--- config.mk ---
export PLATFORM = sky130hd
export DESIGN_NAME = joystick_autorepeat_events_unit
export DESIGN_NICKNAME = d
export VERILOG_FILES = /design/src/rtl/jae_pkg.sv /design/src/rtl/jae_core.sv /design/src/rtl/joystick_autorepeat_events_unit.sv
export SDC_FILE = /design/constraint.sdc
export NUM_CORES = 1
export LEC_CHECK = 0
export CAP_MARGIN = 20
export CELL_PAD_IN_SITES_DETAIL_PLACEMENT = 2
export CELL_PAD_IN_SITES_GLOBAL_PLACEMENT = 2
export CORE_MARGIN = 2
export CORE_UTILIZATION = 37
export DETAILED_ROUTE_END_ITERATION = 8
export DONT_BUFFER_PORTS = 1
export GPL_ROUTABILITY_DRIVEN = 0
export PLACE_DENSITY_LB_ADDON = 0.1
export SKIP_CTS_REPAIR_TIMING = 1
export SYNTH_ARGS = -nofsm -noshare
export SYNTH_HDL_FRONTEND = slang
export SYNTH_SLANG_ARGS = --single-unit
--- constraint.sdc ---
create_clock -name clk -period 3.68 [get_ports clk]
set_input_delay 0.184 -clock clk [delete_from_list [all_inputs] [get_ports clk]]
set_output_delay 0.184 -clock clk [all_outputs]
set_load 0.05 [all_outputs]
--- src/rtl/jae_pkg.sv ---
package jae_pkg;

  localparam int unsigned NumButtons = 6;
  localparam int unsigned ButtonW    = 3;
  localparam int unsigned SampleW    = 8;
  localparam int unsigned CountW     = 8;

  typedef logic [ButtonW-1:0] button_t;
  typedef logic [SampleW-1:0] sample_t;
  typedef logic [CountW-1:0]  count_t;

  // button codes, priority follows the code order
  localparam button_t BtnUp    = 3'd0;
  localparam button_t BtnDown  = 3'd1;
  localparam button_t BtnLeft  = 3'd2;
  localparam button_t BtnRight = 3'd3;
  localparam button_t BtnFire1 = 3'd4;
  localparam button_t BtnFire2 = 3'd5;

  typedef enum logic {
    KIND_PRESSED  = 1'b0,
    KIND_RELEASED = 1'b1
  } kind_t;

  // register word indexes on the configuration port
  localparam logic RegInitialDelay = 1'b0;
  localparam logic RegRepeatPeriod = 1'b1;

  // per-sample tracking state
  typedef struct packed {
    count_t  countdown;
    logic    repeating;
    sample_t previous_sample;
  } track_t;

  // one event leaving the core
  typedef struct packed {
    logic    valid;
    button_t button;
    kind_t   kind;
    sample_t sample;
  } event_t;

  // lowest set bit among the six button bits
  function automatic button_t pick_button(input sample_t s);
    button_t b;
    b = BtnUp;
    for (int i = NumButtons - 1; i >= 0; i--) begin
      if (s[i]) begin
        b = button_t'(i);
      end
    end
    return b;
  endfunction

endpackage

--- src/rtl/jae_core.sv ---
module jae_core (
  input  jae_pkg::sample_t sample,
  input  jae_pkg::track_t  cur,
  input  jae_pkg::count_t  initial_delay,
  input  jae_pkg::count_t  repeat_period,
  output jae_pkg::track_t  nxt,
  output jae_pkg::event_t  evt
);
  import jae_pkg::*;

  logic    zero_sample;
  logic    any_held;
  logic    prev_any_held;
  button_t cur_btn;
  button_t prev_btn;
  count_t  dec_count;

  assign zero_sample   = (sample == '0);
  assign any_held      = |sample[NumButtons-1:0];
  assign prev_any_held = |cur.previous_sample[NumButtons-1:0];
  assign cur_btn       = pick_button(sample);
  assign prev_btn      = pick_button(cur.previous_sample);
  assign dec_count     = (cur.countdown != '0) ? cur.countdown - count_t'(1) : '0;

  // event decision and state update for one sample
  always_comb begin
    nxt                 = cur;
    nxt.previous_sample = sample;
    evt.valid           = 1'b0;
    evt.button          = cur_btn;
    evt.kind            = KIND_PRESSED;
    evt.sample          = sample;
    if (zero_sample) begin
      nxt.countdown = '0;
      nxt.repeating = 1'b0;
      evt.valid     = prev_any_held;
      evt.button    = prev_btn;
      evt.kind      = KIND_RELEASED;
    end else if (any_held && cur_btn < BtnFire1) begin
      // direction held: count down, fire and reload at zero
      nxt.countdown = dec_count;
      if (dec_count == '0) begin
        evt.valid     = 1'b1;
        nxt.repeating = 1'b1;
        nxt.countdown = cur.repeating ? repeat_period : initial_delay;
      end
    end else if (any_held) begin
      // fire button: rising edge only
      evt.valid = ~cur.previous_sample[cur_btn];
    end
  end

endmodule

--- src/rtl/joystick_autorepeat_events_unit.sv ---
// Joystick autorepeat event unit: takes one polled joystick sample per request
// and returns at most one button event for it. The highest-priority held button
// (up, down, left, right, fire1, fire2) is chosen; a held direction repeats with
// initial_delay ticks before the first repeat and repeat_period ticks after that,
// a fire button gives one press on its rising edge, and an all-zero sample gives
// a release for the button held before. Samples that cause no event produce no
// result. A sample is accepted every cycle while the output register is empty or
// being drained; the event logic is one combinational pass between the tracking
// registers and the output register, which holds the result in the cycle after
// the sample is accepted. Registers sit at byte address 0 (initial_delay) and 4
// (repeat_period), written by the user only while the unit is idle (unchecked).
module joystick_autorepeat_events_unit (
  input  logic                  clk,
  input  logic                  rst_n,
  // sample channel
  input  logic                  in_valid,
  output logic                  in_ready,
  input  jae_pkg::sample_t      in_joy_sample,
  // event channel
  output logic                  out_valid,
  input  logic                  out_ready,
  output jae_pkg::button_t      out_button,
  output logic                  out_event_kind,
  output jae_pkg::sample_t      out_sample_echo,
  // configuration port
  input  logic                  psel,
  input  logic                  penable,
  input  logic                  pwrite,
  input  logic [2:0]            paddr,
  input  logic [31:0]           pwdata,
  output logic [31:0]           prdata,
  output logic                  pready
);
  import jae_pkg::*;

  track_t  track_r;
  track_t  track_nxt;
  event_t  evt;
  count_t  initial_delay_r;
  count_t  repeat_period_r;
  logic    out_valid_r;
  button_t out_button_r;
  kind_t   out_kind_r;
  sample_t out_sample_r;
  logic    in_take;
  logic    cfg_write;

  assign pready    = 1'b1;
  assign cfg_write = psel & penable & pwrite;
  assign in_ready  = ~out_valid_r | out_ready;
  assign in_take   = in_valid & in_ready;

  // register read back
  always_comb begin
    unique case (paddr[2])
      RegInitialDelay: prdata = {24'd0, initial_delay_r};
      RegRepeatPeriod: prdata = {24'd0, repeat_period_r};
      default:         prdata = '0;
    endcase
  end

  // configuration registers
  always_ff @(posedge clk) begin
    if (!rst_n) begin
      initial_delay_r <= count_t'(30);
      repeat_period_r <= count_t'(6);
    end else if (cfg_write) begin
      if (paddr[2] == RegInitialDelay) begin
        initial_delay_r <= pwdata[CountW-1:0];
      end else begin
        repeat_period_r <= pwdata[CountW-1:0];
      end
    end
  end

  jae_core u_core (
    .sample        (in_joy_sample),
    .cur           (track_r),
    .initial_delay (initial_delay_r),
    .repeat_period (repeat_period_r),
    .nxt           (track_nxt),
    .evt           (evt)
  );

  // tracking state advances on each accepted sample
  always_ff @(posedge clk) begin
    if (!rst_n) begin
      track_r <= '0;
    end else if (in_take) begin
      track_r <= track_nxt;
    end
  end

  // output register
  always_ff @(posedge clk) begin
    if (!rst_n) begin
      out_valid_r <= 1'b0;
    end else if (in_ready) begin
      out_valid_r <= in_take & evt.valid;
    end
  end

  always_ff @(posedge clk) begin
    if (in_take && evt.valid) begin
      out_button_r <= evt.button;
      out_kind_r   <= evt.kind;
      out_sample_r <= evt.sample;
    end
  end

  assign out_valid       = out_valid_r;
  assign out_button      = out_button_r;
  assign out_event_kind  = out_kind_r;
  assign out_sample_echo = out_sample_r;

  // releases carry an all-zero sample, presses never do
  a_release_sample: assert property (@(posedge clk) disable iff (!rst_n)
    out_valid_r |-> ((out_kind_r == KIND_RELEASED) == (out_sample_r == '0)))
    else $error("release flag and echoed sample disagree");

  // only six buttons exist
  a_button_range: assert property (@(posedge clk) disable iff (!rst_n)
    out_valid_r |-> (out_button_r <= BtnFire2))
    else $error("event button out of range");

  // an all-zero sample clears the repeat tracking
  a_zero_clears: assert property (@(posedge clk) disable iff (!rst_n)
    (in_take && in_joy_sample == '0) |=> (track_r.countdown == '0 && !track_r.repeating))
    else $error("zero sample did not clear countdown");

  // a direction press reloads the countdown from the right register
  a_reload: assert property (@(posedge clk) disable iff (!rst_n)
    (in_take && evt.valid && evt.kind == KIND_PRESSED && evt.button < BtnFire1) |=>
      (track_r.repeating &&
       track_r.countdown == ($past(track_r.repeating) ? $past(repeat_period_r)
                                                      : $past(initial_delay_r))))
    else $error("countdown reload mismatch");

  // an empty output register never holds off a sample
  a_ready_when_empty: assert property (@(posedge clk) disable iff (!rst_n)
    !out_valid_r |-> in_ready)
    else $error("input stalled with empty output register");

endmodule

==> impl_results.md, run 1 <==
* Clock-pin slew on the worst setup and hold paths at 0.10 ns
* Fin nets at 340
* Die Width at 84.9 um
* Sw frac at 46.2%
* DR pass1 iterations at 4
* CP required at between 3 and 4 ns
* RSZ-0062 raised after global routing: no
* Number of synthesized flops with an enable pin at 12
* P_leak at 0.968 nW
* Clk Tree Root Cell: clkbuf_8
* Setup TNS at 0 ns
* Switching pwr at 0.947 mW
* Cell Chain, Critical Path: inv_1 -> ha_1 -> xnor2_1 -> nand4_1 -> o211ai_2 -> a21oi_1 -> nor2_1 -> buf_4
* Post-Place Cells at 347
* Synth warn at 0
* Average size of a mapped cell at 8.59 um^2
* Clk Latency, worst-skew pair at 0.30 ns
* Global-route wire length before repair at 10.9 mm
* Post-Syn Area at 2420 um^2
* DR WL/cell at roughly 19 um
* Starting Density at approximately two fifths
* Worst Tran Pin Value at 0.860 ns
* Yosys cell types at 47
* WS Path Type: flip-flop to flip-flop
* Dpl ws at 1.25 ns
* Worst-path fanout max at 12
* Final instance area at 2600 um^2
* Routed Antenna Nets at 0
* Final hold vios at 0
* Top FF cell, synth: dfxtp_1
* Worst-case clock buffer depth at 2
* Maxcap violations at 0
* Share of cells above drive strength 1 at approximately 11%
* DP Wirelength at 5.08 mm
* Vias per cell at 5.48
* First DRT Iteration DRCs at ~110
* Top Ports at 97
* Outcome: finished clean
* Initial antenna violation count at 0
* Worst VDD drop at slightly above 0.3 mV
* Core footprint at 6350 um^2
* Critical Path Max Stage Delay at 0.45 ns
* # rows at 29
* Final Max Slew Viols at 0
* Final min period at 2.46 ns
* Clock share of power at 19.1%
* Fin crit share at between 60 and 70%
* Diodes inserted at 0
* Dpl cell area at approximately 2400 um^2
* WL final at just over 7 mm
* Worst Setup Slack, final at between 1 and 1.5 ns
* Clock Skews at 0.00844 ns
* Post-synthesis sequential area ratio at 41.3%
* Vias in the first global route at 1992
* Most used cells in the layout excluding fill and tap cells: 42 x nand2_1, 32 x dfxtp_1, 27 x a21oi_1
* Max_slew headroom at 42.1%
* Gr ovfl total at 0
* #FFs+latches synth at 44
* Asr flop ratio synth at 0%
* Max Clk Rate at 407 MHz
* CTS tree: built
* Final setup violation count at 0
* Hold Path Class: primary input to flip-flop
* CTS H-Tree Depth at 2
* GRT Total Usage at 19.4%
* DRC at 0
* Die ar. at ~7000 um^2
* Total number of vias at 2006
* Port Buffers at 0
* Critical path endpoint category: flip-flop
* Slowest CP cell: dfxtp_1
* Power Total at 2.05 mW
* CP arrival at between 2 and 2.5 ns
* Cells after Synth at roughly 280
* Finished Layout Cells at approximately 370
* Seq pwr share at between 40% and 50%
* Num Clock Sinks at 44
* Pin count of the biggest net entering global routing at 23
* Synth-to-layout area growth at 7.23%
* Commonest non-fill, non-tap cell in the layout: nand2_1
* Pwr per Cell Area at about 790 nW/um^2
* Pint at between 1 and 1.5 mW
* DIE HEIGHT at 84.9 um
* CTS Buf Count at 5
* CP startpoint kind: flip-flop
* Combinational group share of total power at 37.4%
registers in the layout, indices dropped and copies added (netlist names):
register         flops
out_valid            1
out_sample_echo      8
out_event_kind       1
out_button           3
track_r             15
repeat_period_r      8
initial_delay_r      8
logic make-up (layout without fill, tap and decap cells):
kind of cell	Yosys count	count (layout)	share of synthesized area, %
AND/OR/NAND/NOR	113	113	22.3
AO/OA/AOI/OAI	57	57	14.6
other	2	25	0.310
multiplexers	18	18	8.42
buffers and inverters	45	29	11.6
adder cells (fa/ha/maj)	2	2	1.03
XOR/XNOR	1	1	0.362
flip-flops	44	44	41.3
synthesized netlist by cell type (all sizes together), types with 3 or more instances:
cell type  count  share of area [%]
a311oi         4                1.4
nand2b         4                1.0
nor3           6                1.4
a21oi         27                5.6
nor2          18                2.8
nand3         24                5.0
o211ai         3                1.3
nand2         42                6.5
mux2          16                7.6
edfxtp        12                 15
clkbuf        10                2.0
inv            7                1.1
nand3b         4                1.2
nor2b          3               0.77
o21ai         10                2.1
buf           28                8.6
nand4          4                1.0
dfxtp         32                 26
final timing paths:
path                                    from                               to  slack (ns)  cells past startpoint
max                  track_r[9]$_SDFFE_PN0P_     out_sample_echo[4]$_DFFE_PP_        1.22                      8
max reg2reg          track_r[9]$_SDFFE_PN0P_     out_sample_echo[4]$_DFFE_PP_        1.22                      8
min                                pwdata[4]  initial_delay_r[4]$_SDFFE_PN1P_       0.006                      2
min reg2reg  repeat_period_r[4]$_SDFFE_PN0P_  repeat_period_r[4]$_SDFFE_PN0P_        0.48                      2
critical path: cells and delay by family (launching register included):
family,cells,cell delay [ns]
buffers and inverters,2,0.35
AO/OA/AOI/OAI,2,0.62
flip-flops,1,0.45
AND/OR/NAND/NOR,2,0.30
adder cells (fa/ha/maj),1,0.30
XOR/XNOR,1,0.16
per-stage QoR:
| step | hold slack (ns) | utilization (%) |
|---|---|---|
| final | 0.00601 | 40.9 |
| after global routing | 0.00666 | 40.9 |
| after CTS | -0.0625 | 39.2 |
| after detailed placement | 0.262 | 37.4 |
| after global placement | 0.258 | 37.4 |
| after floorplan | 0.283 | - |
layer usage:
metal / part of all wire, % / GRT usage, % / up-vias / wire length, um
met3: 4.4 / 4.86 / 7 / 312
met4: 1.0 / 5.63 / 0 / 72
met5: 0 / 0 / - / 0
met2: 50 / 32.4 / 47 / 3520
li1: - / - / 958 / -
met1: 44 / 25.0 / 994 / 3130
power groups by stage:
stage	Combinational, mW	Clock (mW)	Sequential, mW
floorplan	0.685	0	0.846
global placement	0.735	0	0.896
detailed placement	0.754	0	0.905
CTS	0.759	0.403	0.893
global route	0.849	0.425	0.910
finish	0.766	0.392	0.892
final cells by class:
class,instances,area (um^2)
clock buffers,5,68.8
flip-flops and latches,44,1000
clock inverters,3,46.3
well taps,77,96.3
fillers,741,3750
inverters,7,26.3
repair buffers,14,133
multi-input cells,216,1230
No activity file was read; power rests on OpenSTA's default activity.
==> run 2, diff against run 1 <==
- ABC_AREA: default -> 1
- CORE_UTILIZATION: 37 -> 33
- clock period: 3.68 -> 2.58 ns (I/O delays scaled with it)
==> run 2 against run 1 <==
The flow now finishes with violations (hold timing). Hold slack worse by 0.049 ns. Clock power up 41%. Register-to-register slack worse by 0.85 ns. Area after synthesis down 1.4%. Cell area up 4.7%. First-iteration DRC count down 43%. Critical path type unchanged. Critical endpoint is now out_button[1]$_DFFE_PP_. Largest cell class unchanged. Highest routed layer unchanged.
==> impl_results.md, run 2 <==
* DRC at 0 (unchanged)
* Routed Antenna Nets at 0 (unchanged)
* CTS tree: built (unchanged)
* Final Max Slew Viols at 0 (unchanged)
* Clk Latency, worst-skew pair at 0.30 ns (about the same)
* Top cell type by total area after synthesis: dfxtp_1 (unchanged)
* Most common cell in the netlist: nand2_1 (unchanged)
* Share of cells above drive strength 1 at 10.8% (was 11.1%)
* Vias in the first global route at 2063 (was 1992)
* # rows at 31 (was 29)
* CTS Buf Count at 5 (unchanged)
* Average size of a mapped cell at 7.41 um^2 (was 8.59 um^2)
* Failing checks: hold timing
* Worst-path fanout max at 12 (unchanged)
* Top FF cell, synth: dfxtp_1 (unchanged)
* GRT Total Usage at 16.3% (was 19.4%)
* CP required at 2.59 ns (was 3.69 ns)
* Starting Density at 33.5% (was 38.1%)
* Vias per cell at 4.70 (was 5.48)
* Hold Path Class: primary input to flip-flop (unchanged)
* DR WL/cell at 15.1 um (was 19.2 um)
* CP arrival at 2.22 ns (was 2.47 ns)
* Die Width at 89.1 um (was 84.9 um)
* Synth-to-layout area growth at 13.9% (was 7.23%)
* Ranking of synthesized cells by area: dfxtp_1 27%, edfxtp_1 15%, nand2_1 11% (was dfxtp_1 26%, edfxtp_1 15%, buf_4 7.7%)
* Worst hold slack at -0.0429 ns (was 0.00601 ns)
* Top Ports at 97 (unchanged)
* Synth cell count leaders: 68 x nand2_1, 40 x o21ai_0, 32 x dfxtp_1, 29 x inv_1, 28 x nor2_1 (was 42 x nand2_1, 32 x dfxtp_1, 27 x a21oi_1, 25 x buf_4, 24 x nand3_1)
* RSZ-0062 raised after global routing: no (unchanged)
* Global-route wire length before repair at 10.0 mm (was 10.9 mm)
* First DRT Iteration DRCs at 60 (was 106)
* Max_slew headroom at 32.7% (was 42.1%)
* Cells after Synth at 322 (was 282)
* Filler cells at 874 (was 741)
* Setup TNS at 0 ns (unchanged)
* Max Clk Rate at 453 MHz (was 407 MHz)
* Port Buffers at 0 (unchanged)
* DP Wirelength at 4.71 mm (was 5.08 mm)
* Total number of vias at 2081 (was 2006)
* Synth warn at 0 (unchanged)
* DR pass1 iterations at 4 (unchanged)
* Fin crit share at 85.6% (was 66.8%)
* WS Path Type: flip-flop to flip-flop (unchanged)
* WL final at 6.68 mm (was 7.04 mm)
* Pin count of the biggest net entering global routing at 20 (was 23)
* Worst-case clock buffer depth at 2 (unchanged)
* Fin nets at 395 (was 340)
* Worst VDD drop at 0.278 mV (was 0.310 mV)
* Final min period at 2.21 ns (was 2.46 ns)
* M2 GR Usage at 27.6% (was 32.4%)
* Most used cells in the layout excluding fill and tap cells: 68 x nand2_1, 32 x o21ai_0, 32 x dfxtp_1 (was 42 x nand2_1, 32 x dfxtp_1, 27 x a21oi_1)
* Gr ovfl total at 0 (unchanged)
* Clock-pin slew on the worst setup and hold paths at 0.09 ns (was 0.10 ns)
* Worst Tran Pin Value at 1.00 ns (was 0.860 ns)
* Dpl cell area at 2410 um^2 (was 2370 um^2)
* Core footprint at 7140 um^2 (was 6350 um^2)
* Clock Skews at 0.00419 ns (was 0.00844 ns)
* Post-Syn Area at 2390 um^2 (was 2420 um^2)
* Initial antenna violation count at 0 (unchanged)
* Number of synthesized flops with an enable pin at 12 (unchanged)
* Critical path endpoint category: flip-flop (unchanged)
* Commonest non-fill, non-tap cell in the layout: nand2_1 (unchanged)
* Post-synthesis sequential area ratio at 41.9% (was 41.3%)
* Pwr per Cell Area at 1030 nW/um^2 (was 789 nW/um^2)
* Maxcap violations at 0 (unchanged)
* Final instance area at 2720 um^2 (was 2600 um^2)
* Die ar. at 7930 um^2 (was 7210 um^2)
* Setup slack, reg-to-reg at 0.37 ns (was 1.22 ns)
* Num Clock Sinks at 44 (unchanged)
* Synth top area share at 26.8% (was 26.4%)
* CTS H-Tree Depth at 2 (unchanged)
* Outcome: finished with violations (was finished clean)
* Diodes inserted at 0 (unchanged)
* Final setup violation count at 0 (unchanged)
* Asr flop ratio synth at 0% (unchanged)
* P_leak at 1.18 nW (was 0.968 nW)
* Final hold vios at 3 (was 0)
* DIE HEIGHT at 89.1 um (was 84.9 um)
* Most crowded layer after global routing: met2 (unchanged)
* #FFs+latches synth at 44 (unchanged)
* CP startpoint kind: flip-flop (unchanged)
* Met3 Use GR at 4.06% (was 4.86%)
* Yosys cell types at 35 (was 47)
* Largest register FFs at 15 (unchanged)
* Clk Tree Root Cell: clkbuf_8 (unchanged)
* Met1 Track Usage GR at 21.0% (was 25.0%)
* Top reg by flops: track_r (unchanged)
[run 2: cell count changes after synthesis, sizes merged, moves of 3 or more]
cell    change
o21ai      +35
nand2      +32
inv        +27
mux2       -16
nor2       +14
nand3       -9
a311oi      -4
clkbuf      -4
nand2b      -4
nand3b      -4
nor3        -4
clkinv      +3
nor2b       -3
o211ai      -3
[run 2: cell families after synthesis]
kind of cell	share of synthesized area, %
simple gates	23.6
compound gates	17.9
buf+inv	14.8
flops	41.9
fa+ha+maj	1.05
other cells	0.315
xor+xnor	0.367
[run 2: cell type report]
| class | instances | area (um^2) | share of cell area [%] |
|---|---|---|---|
| Clock inverter | 3 | 46.3 | 1.70 |
| Inverter | 37 | 140 | 5.15 |
| Timing Repair Buffer | 23 | 220 | 8.10 |
| Sequential cell | 44 | 1000 | 36.8 |
| Clock buffer | 5 | 68.8 | 2.53 |
| Tap cell | 99 | 124 | 4.56 |
| Multi-Input combinational cell | 232 | 1120 | 41.1 |
[run 2: final timing paths]
| path | from | end | cells after the start |
|---|---|---|---|
| hold / removal | rst_n | track_r[2]$_SDFFE_PN0P_ | 2 |
| setup reg to reg | track_r[9]$_SDFFE_PN0P_ | out_button[1]$_DFFE_PP_ | 15 |
| setup / recovery | track_r[9]$_SDFFE_PN0P_ | out_button[1]$_DFFE_PP_ | 15 |
| hold reg to reg | initial_delay_r[6]$_SDFFE_PN0P_ | initial_delay_r[6]$_SDFFE_PN0P_ | 2 |
[run 2: report_power, final]
| group | total (mW) | internal [mW] | switching (mW) |
|---|---|---|---|
| registers | 1.01 | 0.824 | 0.186 |
| clock network | 0.553 | 0.292 | 0.260 |
| logic | 1.24 | 0.395 | 0.841 |
| total | 2.80 | 1.51 | 1.29 |
[run 2: per-stage QoR]
step | cells | setup WS [ns] | power [mW] | util [%]
final | 443 | 0.372 | 2.80 | 38.1
after detailed placement | 416 | 0.355 | 2.25 | 33.8
after global routing | 443 | 0.111 | 3.04 | 38.1
after global placement | 416 | 0.381 | 2.21 | 33.8
after floorplan | 345 | 0.522 | 2.01 | -
after CTS | 424 | 0.331 | 2.82 | 35.4
[run 2: worst max-delay path, cell delays in order (launching register included)]
cell and delay (ns):
dfxtp_1 0.32, inv_2 0.14, ha_1 0.17, inv_1 0.06, nor2_4 0.12, nand2_4 0.10, nand3_1 0.13, nand2_1 0.09
nor2_2 0.10, nand3_2 0.14, nand2_2 0.12, nand2_1 0.06, nand2_1 0.05, nand2_1 0.07, inv_1 0.06, buf_4 0.20
[run 2: per-layer routing]
layer / vias to the layer above / part of all wire (%)
met4: 0 / 1.1
met3: 7 / 4.2
li1: 1037 / -
met2: 52 / 47
met1: 985 / 48
met5: - / 0
==> run 3, diff against run 2 <==
==> constraint.sdc (replaced) <==
create_clock -name clk -period 2.58 [get_ports clk]
set_input_delay 0 -clock clk [delete_from_list [all_inputs] [get_ports clk]]
set_output_delay 0 -clock clk [all_outputs]
set_load 0.05 [all_outputs]
==> run 3 against run 2 <==
The run now ends clean. Clock skew up 0.0022 ns. Sequential power about the same. Largest cell class unchanged. Clock-buffer cell count unchanged. Setup slack worse by 0.0049 ns. Register-to-register slack about the same. Cell count down 0.23%. First-iteration DRC count down 23%. Critical path depth unchanged. Combinational power about the same.
==> impl_results.md, run 3 (synthesis results as in run 2) <==
* Max Clk Rate at 452 MHz (was 453 MHz)
* Total number of vias at 2070 (was 2081)
* Worst-case clock buffer depth at 2 (unchanged)
* Global-route wire length before repair at 10.0 mm (about the same)
* CTS tree: built (unchanged)
* Filler cells at 886 (was 874)
* Initial antenna violation count at 0 (unchanged)
* Outcome: finished clean (was finished with violations)
* Worst Setup Slack, final at 0.367 ns (was 0.372 ns)
* CP dominant cell by count: nand2_1 (unchanged)
* Most used cells in the layout excluding fill and tap cells: 68 x nand2_1, 32 x o21ai_0, 32 x dfxtp_1 (unchanged)
* Core footprint at 7140 um^2 (unchanged)
* Most crowded layer after global routing: met2 (unchanged)
* DR pass1 iterations at 4 (unchanged)
* Die ar. at 7930 um^2 (unchanged)
* Maxcap violations at 0 (unchanged)
* Dpl ws at 0.361 ns (was 0.355 ns)
* Routed Antenna Nets at 0 (unchanged)
* Area of the multi-input gates at 1120 um^2 (unchanged)
* Dpl cell area at 2410 um^2 (unchanged)
* R2R Path End: out_button[1]$_DFFE_PP_ (unchanged)
* Clk Latency, worst-skew pair at 0.30 ns (about the same)
* Setup TNS at 0 ns (unchanged)
* DR WL/cell at 14.9 um (was 15.1 um)
* Hold path endpoint: initial_delay_r[3]$_SDFFE_PN1P_ (was track_r[2]$_SDFFE_PN0P_)
* GRT Total Usage at 16.3% (about the same)
* Met3 Use GR at 4.16% (was 4.06%)
* WS Path Type: flip-flop to flip-flop (unchanged)
* First DRT Iteration DRCs at 46 (was 60)
* Worst Tran Pin Value at 0.996 ns (was 1.00 ns)
* # rows at 31 (unchanged)
* Critical path endpoint category: flip-flop (unchanged)
* CTS Buf Count at 5 (unchanged)
* Final Max Slew Viols at 0 (unchanged)
* Met1 Track Usage GR at 21.7% (was 21.0%)
* Vias in the first global route at 2041 (was 2063)
* Slowest CP cell: dfxtp_1 (unchanged)
* WL final at 6.59 mm (was 6.68 mm)
* Beginning of the worst hold path: paddr[2] (was rst_n)
* Fin nets at 394 (was 395)
* Hold path cells at 2 (unchanged)
* CTS H-Tree Depth at 2 (unchanged)
* Top reg by flops: track_r (unchanged)
* Final setup violation count at 0 (unchanged)
* Synth-to-layout area growth at 13.5% (was 13.9%)
* Register area at 1000 um^2 (unchanged)
* CP arrival at 2.22 ns (about the same)
* Pwr per Cell Area at 1030 nW/um^2 (about the same)
* Starting Density at 33.5% (unchanged)
* Die Width at 89.1 um (unchanged)
* Worst VDD drop at 0.242 mV (was 0.278 mV)
* Clk Tree Root Cell: clkbuf_8 (unchanged)
* Diodes inserted at 0 (unchanged)
* Final hold vios at 0 (was 3)
* Clock Skews at 0.00638 ns (was 0.00419 ns)
* Clock-pin slew on the worst setup and hold paths at 0.09 ns (about the same)
* Fin util at 38.0% (was 38.1%)
* Final instance area at 2710 um^2 (was 2720 um^2)
* P_leak at 1.18 nW (about the same)
* Share of cells above drive strength 1 at 10.8% (about the same)
* Setup slack, reg-to-reg at 0.37 ns (about the same)
* Commonest non-fill, non-tap cell in the layout: nand2_1 (unchanged)
* Vias per cell at 4.68 (was 4.70)
* Largest register FFs at 15 (unchanged)
* Port Buffers at 0 (unchanged)
* Fin crit share at 85.8% (was 85.6%)
* DRC at 0 (unchanged)
* Reg2reg start: track_r[9]$_SDFFE_PN0P_ (unchanged)
* Cell Chain, Critical Path: inv_2 -> ha_1 -> inv_1 -> nor2_4 -> nand2_4 -> nand3_1 -> nand2_1 -> nor2_2 -> nand3_2 -> nand2_2 -> nand2_1 -> nand2_1 -> nand2_1 -> inv_1 -> buf_4 (unchanged)
* Max_slew headroom at 33.2% (was 32.7%)
* Gr ovfl total at 0 (unchanged)
* DP Wirelength at 4.71 mm (about the same)
* RSZ-0062 raised after global routing: no (unchanged)
* Pin count of the biggest net entering global routing at 20 (unchanged)
* CP startpoint kind: flip-flop (unchanged)
* M2 GR Usage at 26.7% (was 27.6%)
* Worst-path fanout max at 12 (unchanged)
* Top Ports at 97 (unchanged)
* Final min period at 2.21 ns (about the same)
* DIE HEIGHT at 89.1 um (unchanged)
* Num Clock Sinks at 44 (unchanged)
* CP required at 2.59 ns (about the same)
* Hold Path Class: primary input to flip-flop (unchanged)
* R2r worst-path depth at 15 (unchanged)
* Critical Path Max Stage Delay at 0.32 ns (about the same)
run 3: layer usage:
layer / up-vias / part of all wire (%) / wire length, um
li1: 1035 / - / -
met1: 979 / 48 / 3180
met2: 51 / 47 / 3070
met3: 5 / 4.2 / 276
met4: 0 / 0.90 / 59
met5: - / 0 / 0
run 3: worst max path at each step:
| stage | cells after the start | slack, ns | startpoint | end |
|---|---|---|---|---|
| after CTS | 15 | 0.33 | track_r[9]$_SDFFE_PN0P_ | out_button[1]$_DFFE_PP_ |
| after floorplan | 5 | 0.52 | out_valid$_SDFFE_PN0N_ | out_button[0]$_DFFE_PP_ |
| after global placement | 15 | 0.38 | track_r[9]$_SDFFE_PN0P_ | out_button[1]$_DFFE_PP_ |
| final | 15 | 0.37 | track_r[9]$_SDFFE_PN0P_ | out_button[1]$_DFFE_PP_ |
| after detailed placement | 15 | 0.36 | track_r[9]$_SDFFE_PN0P_ | out_sample_echo[0]$_DFFE_PP_ |
| after global routing | 15 | 0.09 | track_r[9]$_SDFFE_PN0P_ | out_event_kind$_DFFE_PP_ |
run 3: layout make-up:
| type | count | area share, % |
|---|---|---|
| repair buffers | 22 | 7.76 |
| clock inverters | 3 | 1.71 |
| well taps | 99 | 4.57 |
| inverters | 37 | 5.17 |
| flip-flops and latches | 44 | 37.0 |
| clock buffers | 5 | 2.54 |
| multi-input cells | 232 | 41.3 |
run 3: stage by stage:
stage	cells	power, mW	hold slack, ns
finish	442	2.79	0.0336
global route	442	3.05	0.0600
CTS	424	2.82	-0.217
detailed placement	416	2.25	0.0990
global placement	416	2.21	0.0888
floorplan	345	2.01	0.0989
run 3: where the power goes:
part	internal [mW]	switching, mW	total (mW)	leakage [nW]
clock network	0.292	0.257	0.549	0.0548
logic	0.394	0.844	1.24	0.751
registers	0.824	0.185	1.01	0.371
run 3: critical path: cells and delay by family (launching register included):
| kind | cells | cell delay, ns |
|---|---|---|
| and+or+nand+nor | 10 | 0.98 |
| DFF | 1 | 0.32 |
| buffers and inverters | 4 | 0.45 |
| adders and majority gates | 1 | 0.17 |
